`src/design/edsg_pkg.sv`:
```
// ----------------------------------------------------------------------------
// edsg_pkg: shared types and constants for the envelope decay/smooth/gate core
// Holds the field widths, the gate constants and the request/response structs
// that connect the sequencer to the serial divider.
// ----------------------------------------------------------------------------
package edsg_pkg;

    localparam int LevelW   = 16;
    localparam int CountW   = 17;
    localparam int DivW     = 16;
    localparam int DividW   = 24;
    localparam int DivSteps = DividW;
    localparam int StepW    = $clog2(DivSteps);

    localparam logic [1:0] CfgMode      = 2'd0;
    localparam logic [1:0] CfgStrength  = 2'd1;
    localparam logic [1:0] CfgThreshold = 2'd2;
    localparam logic [1:0] CfgHoldLen   = 2'd3;

    localparam logic [1:0] ModeDecay = 2'd0;

    localparam logic signed [LevelW-1:0] GateOnLevel = 16'sd4096;
    localparam logic [CountW-1:0]        CountMax    = 17'h1FFFF;
    localparam logic [DivW-1:0]          StrengthOne = 16'd256;

    typedef struct packed {
        logic              start;
        logic              negative;
        logic [DividW-1:0] dividend;
        logic [DivW-1:0]   divisor;
    } t_div_req;

    typedef struct packed {
        logic                      done;
        logic signed [CountW-1:0]  quotient;
    } t_div_rsp;

endpackage

```
`src/design/edsg_divider.sv`:
```
// ----------------------------------------------------------------------------
// edsg_divider: serial restoring divider
// Divides an unsigned magnitude by an unsigned divisor one quotient bit per
// cycle and applies the sign at the end, which truncates toward zero.
// ----------------------------------------------------------------------------
module edsg_divider (
    input  logic               i_clk,
    input  logic               i_rst_n,
    input  edsg_pkg::t_div_req i_req,
    output edsg_pkg::t_div_rsp o_rsp
);

    logic                        r_busy;
    logic                        r_done;
    logic [edsg_pkg::StepW-1:0]  r_count;
    logic [edsg_pkg::DividW-1:0] r_quo;
    logic [edsg_pkg::DivW-1:0]   r_rem;
    logic [edsg_pkg::DivW-1:0]   r_div;
    logic                        r_neg;

    logic [edsg_pkg::DivW:0]     rem_sh;
    logic                        fits;
    logic [edsg_pkg::DivW:0]     rem_nx;
    logic signed [edsg_pkg::CountW-1:0] mag;

    always_comb begin
        rem_sh = {r_rem, r_quo[edsg_pkg::DividW-1]};
        fits   = rem_sh >= {1'b0, r_div};
        rem_nx = fits ? (rem_sh - {1'b0, r_div}) : rem_sh;
        // The quotient never exceeds the 16-bit difference, so 17 bits hold it.
        mag    = r_quo[edsg_pkg::CountW-1:0];
    end

    assign o_rsp.done     = r_done;
    assign o_rsp.quotient = r_neg ? -mag : mag;

    always_ff @(posedge i_clk) begin
        if (!i_rst_n) begin
            r_busy  <= 1'b0;
            r_done  <= 1'b0;
            r_count <= '0;
        end else begin
            r_done <= 1'b0;
            if (i_req.start) begin
                r_busy  <= 1'b1;
                r_count <= '0;
            end else if (r_busy) begin
                r_count <= r_count + 1'b1;
                if (r_count == edsg_pkg::StepW'(edsg_pkg::DivSteps - 1)) begin
                    r_busy <= 1'b0;
                    r_done <= 1'b1;
                end
            end
        end
    end

    always_ff @(posedge i_clk) begin
        if (i_req.start) begin
            r_quo <= i_req.dividend;
            r_rem <= '0;
            r_div <= i_req.divisor;
            r_neg <= i_req.negative;
        end else if (r_busy) begin
            r_quo <= {r_quo[edsg_pkg::DividW-2:0], fits};
            r_rem <= rem_nx[edsg_pkg::DivW-1:0];
        end
    end

endmodule

```
`src/design/envelope_decay_smooth_gate_core.sv`:
```
// ----------------------------------------------------------------------------
// envelope_decay_smooth_gate_core: level follower with decay, smoothing, gate
// Conditions one signed Q3.12 level per transfer into one conditioned level.
// ----------------------------------------------------------------------------
// Usage notes.
// The input channel carries i_level_in and i_start_of_run; a transfer happens
// when i_in_valid is high and o_in_stall is low. The output channel carries
// o_level_out; a transfer happens when o_out_valid is high and i_out_stall is
// low. Every input transfer produces exactly one output transfer.
// The block works on one item at a time. Gate mode and the upward jump of
// decay mode decide the new level in the accept cycle and go straight to
// the output state; the steps that move toward the input divide the scaled
// difference by strength in a serial divider that yields one quotient bit
// per cycle. In every mode no new input is taken until the result has been
// written to the output register.
// The output sits in a register, so the next item is accepted while a result
// waits; a stalled receiver only holds the block once a second result is
// ready to be written over the waiting one.
// Configuration writes through i_cfg_we/i_cfg_index/i_cfg_data land at once
// and are expected only while the block is idle.
// Reset (synchronous, active low) restores the register defaults, clears the
// follower state and empties the output register.
// ----------------------------------------------------------------------------
module envelope_decay_smooth_gate_core (
    input  logic                               i_clk,
    input  logic                               i_rst_n,
    input  logic                               i_cfg_we,
    input  logic [1:0]                         i_cfg_index,
    input  logic [15:0]                        i_cfg_data,
    input  logic                               i_in_valid,
    output logic                               o_in_stall,
    input  logic signed [edsg_pkg::LevelW-1:0] i_level_in,
    input  logic                               i_start_of_run,
    output logic                               o_out_valid,
    input  logic                               i_out_stall,
    output logic signed [edsg_pkg::LevelW-1:0] o_level_out
);

    localparam logic [1:0] ST_IDLE = 2'd0;
    localparam logic [1:0] ST_DIV  = 2'd1;
    localparam logic [1:0] ST_OUT  = 2'd2;

    logic [1:0] r_state;

    // Configuration registers.
    logic [1:0]                         r_mode;
    logic [edsg_pkg::DivW-1:0]          r_strength;
    logic signed [edsg_pkg::LevelW-1:0] r_threshold;
    logic [15:0]                        r_hold_len;

    // Follower state shared by all modes.
    logic signed [edsg_pkg::LevelW-1:0] r_held;
    logic [edsg_pkg::CountW-1:0]        r_cnt;
    logic                               r_cleared;

    logic                               r_out_valid;
    logic signed [edsg_pkg::LevelW-1:0] r_out_level;

    logic                               in_xfer;
    logic                               out_free;
    logic signed [edsg_pkg::LevelW-1:0] eff_held;
    logic [edsg_pkg::CountW-1:0]        eff_cnt;
    logic                               eff_cleared;
    logic [edsg_pkg::CountW-1:0]        cnt_inc;
    logic signed [edsg_pkg::LevelW:0]   diff;
    logic [edsg_pkg::LevelW-1:0]        diff_mag;
    logic signed [edsg_pkg::LevelW:0]   step_sum;

    logic signed [edsg_pkg::LevelW-1:0] n_held;
    logic [edsg_pkg::CountW-1:0]        n_cnt;
    logic                               n_cleared;
    logic                               n_need_div;

    edsg_pkg::t_div_req div_req;
    edsg_pkg::t_div_rsp div_rsp;

    assign in_xfer     = i_in_valid && !o_in_stall;
    assign o_in_stall  = (r_state != ST_IDLE);
    assign out_free    = !r_out_valid || !i_out_stall;
    assign o_out_valid = r_out_valid;
    assign o_level_out = r_out_level;

    // A start-of-run item sees cleared state before anything else happens.
    always_comb begin
        eff_held    = i_start_of_run ? '0 : r_held;
        eff_cnt     = i_start_of_run ? '0 : r_cnt;
        eff_cleared = i_start_of_run ? 1'b0 : r_cleared;
        cnt_inc     = (eff_cnt < edsg_pkg::CountMax) ? eff_cnt + 1'b1 : eff_cnt;
        diff        = {i_level_in[edsg_pkg::LevelW-1], i_level_in}
                    - {eff_held[edsg_pkg::LevelW-1], eff_held};
        diff_mag    = diff[edsg_pkg::LevelW] ? edsg_pkg::LevelW'(-diff)
                                             : diff[edsg_pkg::LevelW-1:0];
        step_sum    = {r_held[edsg_pkg::LevelW-1], r_held} + div_rsp.quotient;
    end

    // Decide the update in the accept cycle; only the divided step waits.
    always_comb begin
        n_held     = eff_held;
        n_cnt      = eff_cnt;
        n_cleared  = eff_cleared;
        n_need_div = 1'b0;
        if (r_mode[1]) begin
            n_cnt = cnt_inc;
            if (i_level_in > r_threshold) begin
                if (!eff_cleared) begin
                    n_cnt     = '0;
                    n_cleared = 1'b1;
                end
                n_held = edsg_pkg::GateOnLevel;
            end else if (cnt_inc > {1'b0, r_hold_len}) begin
                n_held    = '0;
                n_cnt     = '0;
                n_cleared = 1'b0;
            end
        end else if (r_mode == edsg_pkg::ModeDecay && i_level_in > eff_held) begin
            n_held = i_level_in;
        end else begin
            n_need_div = 1'b1;
        end
    end

    // Strength below 1.0 is clamped to 1.0 before the divide.
    always_comb begin
        div_req.start    = in_xfer && n_need_div;
        div_req.negative = diff[edsg_pkg::LevelW];
        div_req.dividend = {diff_mag, 8'd0};
        div_req.divisor  = (r_strength < edsg_pkg::StrengthOne) ? edsg_pkg::StrengthOne
                                                                : r_strength;
    end

    edsg_divider u_divider (
        .i_clk   (i_clk),
        .i_rst_n (i_rst_n),
        .i_req   (div_req),
        .o_rsp   (div_rsp)
    );

    always_ff @(posedge i_clk) begin
        if (!i_rst_n) begin
            r_mode      <= edsg_pkg::ModeDecay;
            r_strength  <= edsg_pkg::StrengthOne;
            r_threshold <= 16'sd2048;
            r_hold_len  <= '0;
        end else if (i_cfg_we) begin
            unique case (i_cfg_index)
                edsg_pkg::CfgMode:      r_mode      <= i_cfg_data[1:0];
                edsg_pkg::CfgStrength:  r_strength  <= i_cfg_data;
                edsg_pkg::CfgThreshold: r_threshold <= i_cfg_data;
                edsg_pkg::CfgHoldLen:   r_hold_len  <= i_cfg_data;
                default: ;
            endcase
        end
    end

    always_ff @(posedge i_clk) begin
        if (!i_rst_n) begin
            r_state     <= ST_IDLE;
            r_held      <= '0;
            r_cnt       <= '0;
            r_cleared   <= 1'b0;
            r_out_valid <= 1'b0;
        end else begin
            // A new result takes the output register as the old one leaves.
            if (r_state == ST_OUT && out_free) begin
                r_out_valid <= 1'b1;
            end else if (!i_out_stall) begin
                r_out_valid <= 1'b0;
            end
            unique case (r_state)
                ST_IDLE: begin
                    if (in_xfer) begin
                        r_held    <= n_held;
                        r_cnt     <= n_cnt;
                        r_cleared <= n_cleared;
                        r_state   <= n_need_div ? ST_DIV : ST_OUT;
                    end
                end
                ST_DIV: begin
                    if (div_rsp.done) begin
                        r_held  <= step_sum[edsg_pkg::LevelW-1:0];
                        r_state <= ST_OUT;
                    end
                end
                ST_OUT: begin
                    if (out_free) begin
                        r_state <= ST_IDLE;
                    end
                end
                default: r_state <= ST_IDLE;
            endcase
        end
    end

    always_ff @(posedge i_clk) begin
        if (r_state == ST_OUT && out_free) begin
            r_out_level <= r_held;
        end
    end

    // The divider only answers while the sequencer waits for it.
    a_div_done_in_div: assert property (@(posedge i_clk) disable iff (!i_rst_n)
        div_rsp.done |-> r_state == ST_DIV)
        else $error("divider finished outside the divide state");

    // Gate items never use the divider.
    a_gate_no_div: assert property (@(posedge i_clk) disable iff (!i_rst_n)
        (in_xfer && r_mode[1]) |=> r_state == ST_OUT)
        else $error("gate item did not go straight to output");

    // A result written to the output register carries the follower value.
    a_out_load: assert property (@(posedge i_clk) disable iff (!i_rst_n)
        (r_state == ST_OUT && out_free) |=> (o_out_valid && o_level_out == $past(r_held)))
        else $error("output register not loaded with follower value");

endmodule

```
`config.mk`:
```
export PLATFORM = sky130hd
export DESIGN_NAME = envelope_decay_smooth_gate_core
export DESIGN_NICKNAME = d
export VERILOG_FILES = /design/src/design/edsg_pkg.sv /design/src/design/edsg_divider.sv /design/src/design/envelope_decay_smooth_gate_core.sv
export SDC_FILE = /design/constraint.sdc
export NUM_CORES = 1
export LEC_CHECK = 0
export ABC_CLOCK_PERIOD_IN_PS = 7150
export BUFFER_PORTS_ARGS = -buffer_cell sky130_fd_sc_hd__buf_2
export CORE_ASPECT_RATIO = 0.9
export CORE_MARGIN = 10
export CORE_UTILIZATION = 42
export CTS_CLUSTER_SIZE = 12
export DETAILED_ROUTE_END_ITERATION = 16
export PLACE_DENSITY_LB_ADDON = 0.25
export SLEW_MARGIN = 25
export SYNTH_ARGS = -nofsm -noshare
export SYNTH_HDL_FRONTEND = slang
export SYNTH_SLANG_ARGS = --single-unit
export TNS_END_PERCENT = 100
```
`constraint.sdc`:
```
create_clock -name i_clk -period 7.15 [get_ports i_clk]
set_clock_uncertainty 0.15 [all_clocks]
set_input_delay 1.0725 -clock i_clk [delete_from_list [all_inputs] [get_ports i_clk]]
set_output_delay 1.0725 -clock i_clk [all_outputs]
set_load 0.005 [all_outputs]
```
; ---- After elaboration in Yosys (flattened, before gate mapping)
; Index checks and enable logic that the tools add are counted.
[classes]
eq_ne = 10
bitwise_logic = 2
addsub = 7
muxes = 36
reduce_logical = 23
order_cmp = 6
[op_table]
columns = op, count
row1 = 16-bit 2-to-1 mux, 10
row2 = 17-bit 2-to-1 mux, 6
row3 = 24-bit 2-to-1 mux, 2
row4 = 16-bit > comparator, 2
row5 = 16-bit negation, 2
row6 = 16-bit case mux with 2 select lines, 1
row7 = 17-bit by 1-bit adder with 17-bit output (second input constant), 1
row8 = 17-bit by 16-bit >= comparator with 1-bit output, 1
row9 = 17-bit by 16-bit > comparator with 1-bit output, 1
row10 = 17-bit < comparator (second input constant), 1
row11 = 16-bit by 16-bit subtractor with 17-bit output, 1
row12 = 16-bit adder, 1
row13 = 16-bit by 9-bit < comparator with 1-bit output (second input constant), 1
row14 = 16-bit subtractor, 1
row15 = 1-bit 2-to-1 mux, 12
row16 = 2-bit AND reduction, 5
row17 = 2-bit 2-to-1 mux, 4
row18 = 2-bit equality test (second input constant), 3
row19 = 2-bit logical NOT, 3
row20 = 2-bit case mux with 3 select lines, 1
row21 = 3-bit AND reduction, 2
row22 = 2-bit nonzero test, 3
row23 = 5-bit by 1-bit adder with 5-bit output (second input constant), 1
row24 = 5-bit equality test (second input constant), 1
row25 = other kinds (9), 18
[word_totals]
register_bits = 167
input_bits = 40
output_inout_bits = 18

; ---- Longest topological paths before layout
[depth]
ltp_word = 9
ltp_mapped = 20

; ---- Cells and area by module
; Synthesis repeated with hierarchy kept, for this count alone.
[hier_totals]
cells_unflattened = 1314
area_unflattened_um2 = 11141.9
[by_module_without_submodules]
columns = mod, area_per_inst_um2, instances, cells_each, seq_area_each_um2
row1 = envelope_decay_smooth_gate_core, 7422.1, 1, 958, 2222.1
row2 = edsg_divider, 3719.8, 1, 356, 1691.6

; ---- Least setup slack after synthesis
; No wires, ideal clock.
[synth_path]
path_type = input to register
startpoint = input i_start_of_run
endpoint = register r_cnt[10] (netlist name)
setup_ns = 0.070
path_buffers = 1
required_time_ns = 6.930
setup_slack_ns = 2.260
stages = 17
t_arrival_ns = 4.670
path_cell_list = clkbuf_1 nor2b_1 ha_1 and3_1 nand3_1 or3_1 a21oi_1 ha_1 a21o_1 a21oi_1 o221ai_1 a2111oi_2 o21ai_2 mux2i_2 nor2b_4 or3b_1 a21oi_1
[synth_via]
elab_chain_cells = 7
word_cells_on_any_way = 10
[synth_lines]
columns = item, line_no
row1 = start: declaration, envelope_decay_smooth_gate_core.sv:33  ; input logic i_start_of_run,
row2 = 17-bit 2-to-1 mux, envelope_decay_smooth_gate_core.sv:86  ; eff_cnt = i_start_of_run ? '0 : r_cnt;
row3 = 17-bit by 1-bit adder with 17-bit output or 17-bit < comparator (tied branches), envelope_decay_smooth_gate_core.sv:88  ; cnt_inc = (eff_cnt < edsg_pkg::CountMax) ? eff_cnt + 1'b1 : eff_cnt;
row4 = 17-bit 2-to-1 mux, envelope_decay_smooth_gate_core.sv:88
row5 = 17-bit by 16-bit > comparator with 1-bit output, envelope_decay_smooth_gate_core.sv:110  ; end else if (cnt_inc > {1'b0, r_hold_len}) begin
row6 = 17-bit 2-to-1 mux, envelope_decay_smooth_gate_core.sv:110
row7 = 17-bit 2-to-1 mux, envelope_decay_smooth_gate_core.sv:104  ; if (i_level_in > r_threshold) begin
row8 = 17-bit 2-to-1 mux (*), envelope_decay_smooth_gate_core.sv:102  ; if (r_mode[1]) begin
row9 = end signal: assignment, envelope_decay_smooth_gate_core.sv:173  ; r_cnt <= n_cnt;
row10 = end: declaration, envelope_decay_smooth_gate_core.sv:53  ; logic [edsg_pkg::CountW-1:0] r_cnt;
; Every way passes the cells marked *; elsewhere a longest branch is shown, timed or not.
; A chain may end at the register's enable or synchronous reset.

; ---- Worst setup path after layout
[layout_path]
startpoint = input i_start_of_run
endpoint = register r_held[3] (netlist name)
[layout_via]
elab_chain_cells = 9
word_cells_on_any_way = 14
[layout_lines]
columns = item, line_no
row1 = 17-bit 2-to-1 mux, envelope_decay_smooth_gate_core.sv:86
row2 = 17-bit by 1-bit adder with 17-bit output or 17-bit < comparator (tied branches), envelope_decay_smooth_gate_core.sv:88
row3 = 17-bit 2-to-1 mux, envelope_decay_smooth_gate_core.sv:88
row4 = 17-bit by 16-bit > comparator with 1-bit output, envelope_decay_smooth_gate_core.sv:110
row5 = 16-bit 2-to-1 mux, envelope_decay_smooth_gate_core.sv:110
row6 = 16-bit 2-to-1 mux, envelope_decay_smooth_gate_core.sv:104
row7 = 16-bit 2-to-1 mux (*), envelope_decay_smooth_gate_core.sv:102
row8 = 16-bit 2-to-1 mux (*), envelope_decay_smooth_gate_core.sv:171  ; if (in_xfer) begin
row9 = 16-bit case mux with 2 select lines (*), envelope_decay_smooth_gate_core.sv:169  ; unique case (r_state)
row10 = end signal: assignment, envelope_decay_smooth_gate_core.sv:172  ; r_held <= n_held;
row11 = end signal: assignment, envelope_decay_smooth_gate_core.sv:180  ; r_held <= step_sum[edsg_pkg::LevelW-1:0];
row12 = end: declaration, envelope_decay_smooth_gate_core.sv:52  ; logic signed [edsg_pkg::LevelW-1:0] r_held;
; Every way passes the cells marked *; elsewhere a longest branch is shown, timed or not. The select of a mux whose other input is x is not followed.

==> results.cfg <==
[status]
status = complete, no violations

[cts]
clock_sinks = 167
cts_tree = built
clk_path_buf_depth = 2
postCtsResizedCells = 0
root_buffer = clkbuf_16
clkLatencyLatePin_ns = 0.44
clkTransAtPathRegs_ns = 0.07
post_cts_buffers = 0
h-tree-depth = 4
ctsHoldBuffers = 0
cts_inserted_buffers = 17

[final_layout]
num_antenna_cells = 0
layout.nets = 1436
layout_commonest_cell = nand2_1
final_cell_area_um2 = 11900
drive_gt1_frac = 0.104
final_cell_mix = nand2_1, dfxtp_1, a21oi_1
area_delta_synth_final_pct = 9.54

[sta]
setup_violations = 0
finalWorstPathRequiredPeriod_ns = 5.31
final-hold-violation-count = 0
slew_viol_final = 0
fin_crit_sh = 0.743
slew_headroom = 0.317
worstMarginPinSlew_ns = 1.02
setup_tns_ns = 0
max_freq_mhz = 188
rsz0062_at_grt = false

[setup_path]
crit_path_end_kind = flip-flop
r2r_slack_ns = 2.43
critPathLaunchType = input pin
critical_path_class = in2reg
worstPathRequired_ns = 7.36
reg2reg_depth = 18
path_max_fanout = 25
critPathArrivalTime_ns = 5.52

[pwr]
vdd_drop_max_mv = 0.116
p_seq_frac = 0.346
powerDensity_nw_per_um2 = 302
p_sw_mw = 1.37
p_sw_frac = 0.381
p_comb_frac = 0.401
power_frac_clock = 0.253
p_leak_nw = 4.67
p_int_mw = 2.23

[global_routing]
antenna_found_initial = 0
grt_max_degree = 63
grt_pass1_vias = 8742
grt_usage = 0.176
grt_first_pass_wirelength_mm = 47.0
grt-ovfl-total = 0

[placed_design]
io_buffers = 57
placed_area_um2 = 11300
gp_congestion = 0.929
dpl.hpwl_mm = 22.0

[floorplanning]
design.core.area_um2 = 25300
die_area_um2 = 32700
die_h_um = 173
num_rows = 55
ioPinCount = 58
dieWidth_um = 190
start_util = 0.429

[routing]
detail_route.wl_per_cell_um = 17.6
vias_per_cell = 5.56
drt_iter0_drc = 721
ant_nets = 0
drc = 0
wirelength_mm = 29.3
vias = 9263
dr.pass1.iters = 7

[synthesis]
ys_warn_count = 0
syn_inst = 1294
synthArstFlopShare = 0
syn_avg_cell_area_um2 = 8.39
yosysTopAreaCellShare = 0.218
syn_nets = 1420
synth_seq_cells = 167
synth_area_um2 = 10900
yosysTopAreaCell = dfxtp_1
synth_ff_type = dfxtp_1
synth_seq_area_share = 0.353
synth_edf_count = 49
synth_area_leaders = dfxtp_1, edfxtp_1, ha_1
synth_cell_types = 83

[worst_hold_path]
min_path_type = reg2reg
holdPathStages = 2

[flow_run]
cap_viol_max_count = 0
-- critical path, stage by stage --
cell	delay, ns
buf_2	0.36
nand2b_1	0.25
nor3_1	0.12
nand3_1	0.14
and3_1	0.23
nand3_1	0.23
or3_1	0.41
a21oi_1	0.22
ha_1	0.30
a21o_1	0.20
a21oi_1	0.15
o221ai_1	0.16
a2111oi_2	0.35
o21ai_2	0.17
nand2b_1	0.19
mux2i_2	0.26
nor2b_4	0.38
a221oi_1	0.13
nor3_1	0.18
-- kinds of logic after synthesis --
family,Yosys count,synth area share
buffers and inverters,136,0.0521
AOI/OAI and AO/OA,321,0.187
adders and majority gates,86,0.101
DFF,167,0.353
muxes,30,0.0286
xor gates and xnor gates,81,0.0653
and+or+nand+nor,473,0.213
-- worst paths after layout --
check / start / endpoint
setup / recovery: i_start_of_run / r_held[3]$_SDFFE_PN0P_
hold / removal: r_strength[5]$_SDFFE_PN0P_ / r_strength[5]$_SDFFE_PN0P_
setup reg to reg: r_cnt[2]$_SDFFE_PN0P_ / r_held[3]$_SDFFE_PN0P_
hold reg to reg: r_strength[5]$_SDFFE_PN0P_ / r_strength[5]$_SDFFE_PN0P_
-- power groups by stage --
stage	Sequential, mW	Combinational (mW)	Clock (mW)
2_1_floorplan	1.20	1.16	0
3_3_place_gp	1.26	1.40	0
3_5_place_dp	1.26	1.42	0
4_1_cts	1.24	1.44	0.925
5_1_grt	1.26	1.61	0.963
6_report	1.24	1.44	0.910
-- metrics by stage --
step                 util  total power, mW  std cells  worst slack [ns]  hold slack (ns)
finish              0.470             3.60       1665              1.84            0.303
global route        0.470             3.84       1665              1.42            0.323
CTS                 0.470             3.60       1665              1.93            0.305
detailed placement  0.447             2.68       1633              1.51            0.295
global placement    0.447             2.66       1633              1.61            0.289
floorplan               -             2.36       1294              2.26            0.282
-- flip-flops by register name, indices dropped and copies added, names as in the netlist --
name	flops
o_level_out	16
o_out_valid	1
r_cleared	1
r_cnt	17
r_held	16
r_hold_len	16
r_mode	2
r_state	2
r_strength	16
r_threshold	16
u_divider.r_busy	1
u_divider.r_count	5
u_divider.r_div	16
u_divider.r_done	1
u_divider.r_neg	1
u_divider.r_quo	24
u_divider.r_rem	16
-- layout make-up --
cell class / instances / area [µm²]
Clock buffer: 18 / 429
Inverter: 70 / 263
Timing Repair Buffer: 63 / 330
Fill cell: 2471 / 13400
Multi-Input combinational cell: 991 / 6470
Tap cell: 342 / 428
Sequential cell: 167 / 3840
Clock inverter: 14 / 138
-- synthesized netlist by cell type, types with 19 or more instances --
library cell  instances
nand2_1             187
dfxtp_1             118
a21oi_1             115
ha_1                 83
nor2_1               81
inv_1                67
o21ai_0              65
xnor2_1              55
edfxtp_1             49
clkbuf_1             48
nand3_1              38
nand2b_1             31
mux2i_1              26
xor2_1               26
nor3_1               23
a21o_1               20
nor2b_1              19
-- routing by layer --
| layer | track usage | vias to the layer above | routed length, µm |
|---|---|---|---|
| li1 | - | 4612 | - |
| met1 | 0.244 | 4342 | 13900 |
| met2 | 0.269 | 264 | 13100 |
| met3 | 0.0360 | 45 | 1710 |
| met4 | 0.0532 | 0 | 563 |
| met5 | 0 | - | 0 |
Note: power is estimated with default switching activity, not from simulation.
